## config.mk

```make
export PLATFORM = sky130hd
export DESIGN_NAME = cpt_mul4
export DESIGN_NICKNAME = d
export VERILOG_FILES = /design/src/design/cpt_pkg.sv /design/src/design/cpt_mul4.sv
export SDC_FILE = /design/constraint.sdc
export NUM_CORES = 2
export LEC_CHECK = 0
export BUFFER_PORTS_ARGS = -buffer_cell sky130_fd_sc_hd__buf_4
export CAP_MARGIN = 25
export CORE_UTILIZATION = 35
export CTS_CLUSTER_DIAMETER = 150
export DETAILED_ROUTE_END_ITERATION = 12
export HOLD_SLACK_MARGIN = 0.08
export PLACE_DENSITY = 0.62
export SLEW_MARGIN = 15
export SYNTH_ARGS = -nofsm -noshare
export SYNTH_HDL_FRONTEND = slang
export SYNTH_SLANG_ARGS = --single-unit
```

## constraint.sdc

```tcl
create_clock -name clk -period 0.9 [get_ports clk]
set_input_delay 0.135 -clock clk [delete_from_list [all_inputs] [get_ports clk]]
set_output_delay 0.135 -clock clk [all_outputs]
set_load 0.03 [all_outputs]
```

## src/design/cpt_pkg.sv

```systemverilog
// Shared types, constants and rounding helpers for the Clarke/Park transform.
// No dependencies; used by every module of the block.
package cpt_pkg;

    localparam int SAMPLE_WIDTH = 16;          // data sample width, Q1.(SAMPLE_WIDTH-1)
    localparam int ANGLE_WIDTH  = 16;          // sine/cosine, Q1.15
    localparam int FRAC_BITS    = 15;          // fraction bits of all coefficients

    localparam int NUM_MUL  = 4;               // multipliers per product stage
    localparam int MUL_A_W  = SAMPLE_WIDTH + 2;    // holds u - 2v + w
    localparam int MUL_B_W  = ANGLE_WIDTH;         // angle or coefficient
    localparam int PROD_W   = MUL_A_W + MUL_B_W;
    localparam int SUM_W    = PROD_W + 1;
    localparam int RND_W    = SUM_W - FRAC_BITS;
    localparam int LATENCY  = 4;               // start to done, in cycles

    localparam logic signed [MUL_B_W-1:0] C_ONE_THIRD  = MUL_B_W'(10923);
    localparam logic signed [MUL_B_W-1:0] C_INV_SQRT3  = MUL_B_W'(18919);
    localparam logic signed [MUL_B_W-1:0] C_HALF       = MUL_B_W'(16384);
    localparam logic signed [MUL_B_W-1:0] C_SQRT3_HALF = MUL_B_W'(28378);

    localparam logic signed [SAMPLE_WIDTH-1:0] S_MAX = {1'b0, {(SAMPLE_WIDTH-1){1'b1}}};
    localparam logic signed [SAMPLE_WIDTH-1:0] S_MIN = {1'b1, {(SAMPLE_WIDTH-1){1'b0}}};
    localparam logic signed [SUM_W-1:0] ROUND_HALF = SUM_W'(1) <<< (FRAC_BITS - 1);

    typedef enum logic {
        OP_FORWARD = 1'b0,
        OP_INVERSE = 1'b1
    } cpt_op_t;

    typedef struct packed {
        cpt_op_t                         operation;
        logic signed [ANGLE_WIDTH-1:0]   sine;
        logic signed [ANGLE_WIDTH-1:0]   cosine;
        logic signed [SAMPLE_WIDTH-1:0]  first_in;
        logic signed [SAMPLE_WIDTH-1:0]  second_in;
        logic signed [SAMPLE_WIDTH-1:0]  third_in;
    } cpt_in_t;

    typedef struct packed {
        logic signed [SAMPLE_WIDTH-1:0]  first_out;
        logic signed [SAMPLE_WIDTH-1:0]  second_out;
        logic signed [SAMPLE_WIDTH-1:0]  third_out;
        logic signed [SAMPLE_WIDTH-1:0]  alpha_out;
        logic signed [SAMPLE_WIDTH-1:0]  beta_out;
    } cpt_out_t;

    // operand pairs for one product stage
    typedef struct packed {
        logic [NUM_MUL-1:0][MUL_A_W-1:0] opa;
        logic [NUM_MUL-1:0][MUL_B_W-1:0] opb;
    } cpt_mul_in_t;

    typedef logic [NUM_MUL-1:0][PROD_W-1:0] cpt_prod_t;

    // side data that rides along with the products
    typedef struct packed {
        cpt_op_t                         operation;
        logic signed [ANGLE_WIDTH-1:0]   sine;
        logic signed [ANGLE_WIDTH-1:0]   cosine;
        logic signed [SAMPLE_WIDTH-1:0]  alpha;
        logic signed [SAMPLE_WIDTH-1:0]  beta;
    } cpt_tag_t;

    // floor(v / 2^FRAC_BITS + 1/2), saturated to the sample range
    function automatic logic signed [SAMPLE_WIDTH-1:0] round_sat(
        input logic signed [SUM_W-1:0] v
    );
        logic signed [SUM_W-1:0] t;
        logic signed [RND_W-1:0] r;
        logic signed [SAMPLE_WIDTH-1:0] res;
        t = v + ROUND_HALF;
        r = $signed(t[SUM_W-1:FRAC_BITS]);
        if (r > RND_W'(S_MAX))
            res = S_MAX;
        else if (r < RND_W'(S_MIN))
            res = S_MIN;
        else
            res = SAMPLE_WIDTH'(r);
        return res;
    endfunction

    // -v with the most negative value mapped to the maximum
    function automatic logic signed [SAMPLE_WIDTH-1:0] neg_sat(
        input logic signed [SAMPLE_WIDTH-1:0] v
    );
        logic signed [SAMPLE_WIDTH-1:0] res;
        if (v == S_MIN)
            res = S_MAX;
        else
            res = -v;
        return res;
    endfunction

endpackage

```

## src/design/cpt_mul4.sv

```systemverilog
// One product stage: four signed multipliers with registered products.
// Depends on cpt_pkg.
module cpt_mul4
    import cpt_pkg::*;
(
    input  logic         clk,
    input  logic         rst_n,
    input  logic         in_valid,
    input  cpt_mul_in_t  in_op,
    input  cpt_tag_t     in_tag,
    output logic         out_valid,
    output cpt_prod_t    out_prod,
    output cpt_tag_t     out_tag
);

    logic       valid_reg;
    cpt_prod_t  prod_reg;
    cpt_prod_t  prod_next;
    cpt_tag_t   tag_reg;

    always_comb
    begin
        for (int i = 0; i < NUM_MUL; i++)
        begin
            prod_next[i] = PROD_W'($signed(in_op.opa[i]) * $signed(in_op.opb[i]));
        end
    end

    always_ff @(posedge clk or negedge rst_n)
    begin
        if (!rst_n)
            valid_reg <= 1'b0;
        else
            valid_reg <= in_valid;
    end

    // payload loads with valid only
    always_ff @(posedge clk)
    begin
        if (in_valid)
        begin
            prod_reg <= prod_next;
            tag_reg  <= in_tag;
        end
    end

    assign out_valid = valid_reg;
    assign out_prod  = prod_reg;
    assign out_tag   = tag_reg;

endmodule

```

After elaboration in Yosys (flattened, before gate mapping)

Index checks and enable logic that the tools add are counted.

Add/sub/neg operators: 0
Multiplexer cells: 0
Bitwise logic cells: 0
Equality and inequality tests: 0
Multiply operators: 4
Shifts and indexed selects: 0
Magnitude comparators: 0
Reduce and logical (&&, ||, !) cells: 0
Div/mod/pow operators: 0

Operator list:

| operator         | number |
|---|---|
| $mul A18 B16 Y34 | 4 |

Word-level logic and storage cells: 14
Memories: 0
Memory bits (writable): 0
Register bits: 202
Bits in read-only memories: 0
Bits in latches: 0

Longest topological paths before layout

Depth in word-level cells: 1
Depth in mapped cells: 24
Depth with buffers taken out: 22

Worst setup path after synthesis

OpenSTA, ideal clock, no wires.

Path kind: input port to flip-flop
Start: input in_op[55] (netlist bit)
End: register prod_reg, in the netlist out_prod[133] (data pin)
Required time: 0.629 ns
Stages on the path: 21
Buffers on the path: 2
Setup time: 0.271 ns
Setup slack: -5.085 ns
Arrival time: 5.714 ns
Cells stage by stage: clkbuf_1 > clkbuf_1 > nand2_1 > fa_1 > inv_1 > fa_1 > fa_1 > fa_1 > fa_1 > inv_1 > fa_1 > inv_1 > ha_1 > nand3_2 > or3_1 > or4_1 > nand3_2 > o211ai_1 > a21oi_2 > mux2i_1 > o2111ai_1

RTL lines:

| item                 | line           | RTL |
|---|---|---|
| start, declared      | cpt_mul4.sv:9  | `input cpt_mul_in_t in_op,` |
| end signal, assigned | cpt_mul4.sv:42 | `prod_reg <= prod_next;` |
| end, declared        | cpt_mul4.sv:17 | `cpt_prod_t prod_reg;` |

==> impl_metrics.toml <==
[grt]
grt_pass1_vias = 42100
gr-total-overflow = 0
antenna_found_initial = 0
grt_pass1_wl_mm = 221
grtUsageTotal_pct = 19.6
grt_max_degree = 29

[clocking]
cts.sinks = 202
clkSlewWorstSetupHoldPaths_ps = 60
cts_buffers = 30
clockBufferDepth = 3
clk_root_buffer_cell = "clkbuf_16"
cts_tree = "yes"
htreeDepth = 1

[sta]
slew_headroom_pct = 64.2
fin_crit_sh_pct = 591
layout_min_cycle_time_ps = 5320
worstMarginPinSlew_ps = 535
timing.hold.ws_ps = 110
setup_violations = 440
drv_slew = 0
max_freq_mhz = 188
rsz0062_at_grt = "yes"
worst_slack_ps = -4420
hold_viol = 0

[setup_path]
required_ps = 1240
end_kind = "register"
path_cells = "buf_6 -> and2_4 -> fa_1 -> inv_2 -> fa_1 -> fa_1 -> inv_1 -> fa_1 -> fa_1 -> inv_1 -> fa_1 -> inv_2 -> ha_4 -> nand3_4 -> or3_4 -> or4_4 -> nand3_4 -> o211ai_1 -> a21oi_2 -> mux2i_1 -> o2111ai_1"
start_kind = "input port"
crit_fanout = 5
max_stage_delay_ps = 520
path_class = "in2reg"
path_common_cell = "fa_1"
worst_ep_arrival_time_ps = 5660
slowest_stage = "fa_1"

[routing]
drcViolationCount = 0
drt-initial-drc-count = 1618
first_pass_iters = 6
postRouteAntennaNets = 0
wl_per_cell_um = 16.7
topRoutingLayerUsed = "met4"
vias = 37400
met2RoutedLength_mm = 66.6
met3WireLength_mm = 6.80
wl_met1_mm = 57.1
vias_per_cell = 4.62
finalWirelength_mm = 135

[placement]
dp_hpwl_mm = 115
port_buffers = 405
gp_congestion = 0.887

[final_layout]
multi_input_area_um2 = 42000
final_core_util_pct = 48.6
antennaDiodeCount = 0
regArea_um2 = 6060
fill_cells = 12800
areaGrowthSynthToFinish_pct = 37.5
nets = 7905
drive_above_1_share_pct = 32.8

[outcome]
outcome = "finished with violations"
violations = "negative setup slack"

[floorplan]
die_h_um = 378
io_pins = 406
rows = 137
die_w_um = 378
start_util_pct = 35.4
dieArea_um2 = 143000
coreArea_um2 = 140000

[logic_synthesis]
seq_area_frac_synth_pct = 12.2
synth_ff_type = "edfxtp_1"
synth_cell_type_count = 75
avgSynthCellArea_um2 = 9.87
syn_area_um2 = 49500
ys_ff_latch = 202
syn-instance-count = 5012
syn_nets = 6720
synth-edff-count = 201
async_flop_share_pct = 0.495
ys_warn_count = 0

[min_path]
hp-class = "in2reg"

[job]
max_cap_violations = 0
Yosys cell counts (all sizes together), types with 9 or more instances:
cell type / n / area [µm²]
ha: 344 / 4300
a31oi: 9 / 56.3
o21ai: 53 / 273
inv: 1273 / 4780
and3: 10 / 62.6
edfxtp: 201 / 6040
nor3: 23 / 115
o21a: 17 / 128
xor2: 34 / 298
nor2b: 13 / 81.3
xnor2: 113 / 990
fa: 1160 / 23200
a21oi: 100 / 523
nor2: 117 / 442
nand3: 20 / 110
nand4: 10 / 62.6
a211oi: 16 / 125
o21bai: 18 / 135
nand2b: 28 / 175
a21o: 52 / 390
clkbuf: 168 / 631
nand2: 587 / 2200
o211ai: 14 / 110
and2: 544 / 3410
kinds of logic after synthesis:
kind of cell / synth area share, %
adder cells (fa/ha/maj): 55.6
multiplexers: 0.0405
buffers and inverters: 11.0
XOR/XNOR: 2.60
AO/OA/AOI/OAI: 4.67
AND/OR/NAND/NOR: 13.8
flip-flops: 12.2
timing repair:
action                                  CTS  global route
hold buffers                             73             0
resized for setup                       457           330
endpoints found under the setup margin  330           366
gates cloned                              3             1
pin swaps                               300           249
setup buffers                            73            55
endpoints found under the hold margin   125             0
per-stage QoR:
stage,instances,TNS (ps),area (µm²),setup WS (ps)
4_1_cts,8065,-523480,66500,-4360
3_3_place_gp,7866,-531180,62200,-5140
3_5_place_dp,7866,-535770,62200,-5200
6_report,8097,-517120,68000,-4420
2_1_floorplan,5012,-449730,52800,-4750
5_1_grt,8097,-542960,68000,-4530
layout by cell type, fill, tap and decap left out, types with 13 or more instances in the layout:
master	instances
o21bai_1	14
buf_8	39
fa_2	69
nor2_1	94
a21oi_4	20
a21o_1	51
nand2_4	17
xnor2_2	23
nor2_2	16
o211ai_1	13
xnor2_1	83
buf_12	53
buf_6	169
nand2_2	45
and2_1	426
a21oi_2	44
o21ai_0	13
fa_1	1091
inv_1	1177
dlygate4sd3_1	73
ha_4	127
and2_4	118
a21oi_1	36
o21ai_2	21
o21a_1	16
nand2_1	525
inv_2	93
buf_4	987
xor2_1	21
ha_1	205
nor3_1	16
nand3_1	14
edfxtp_1	201
nand2b_1	24
clkbuf_16	32
final cells by class:
type / instances / area share, %
clock buffers: 32 / 1.15
repair buffers: 1325 / 17.3
clock inverters: 24 / 0.379
well taps: 1876 / 3.45
inverters: 1274 / 7.04
flip-flops and latches: 202 / 8.91
multi-input cells: 3364 / 61.8
critical path, delay by kind of cell:
kind            cells  cell delay [ps]
fa+ha+maj           7             3280
compound gates      3              590
buf+inv             5              300
mux                 1              220
simple gates        5             1110
registers in the layout (all words and copies together) (netlist names):
| signal | cells |
|---|---|
| out_valid | 1 |
| out_tag | 65 |
| out_prod | 136 |
metal layers:
layer,vias up,global-route usage (%)
li1,17200,-
met1,19300,25.3
met2,798,33.7
met3,201,2.87
met4,0,5.97
met5,-,0
path summary, 6_finish.rpt:
kind                       slack (ps)  startpoint  cells past startpoint                       to
max in group asynchronous         420       rst_n                      3      out_valid$_DFF_PN0_
min                               110    in_op[1]                      4    out_prod[1]$_DFFE_PP_
min in group asynchronous         370       rst_n                      3      out_valid$_DFF_PN0_
max                             -4420  in_op[133]                     21  out_prod[133]$_DFFE_PP_
Power is left out: the tool's default activity adds up to more than one toggle a clock period on the data nets, which glitch-free logic cannot reach.
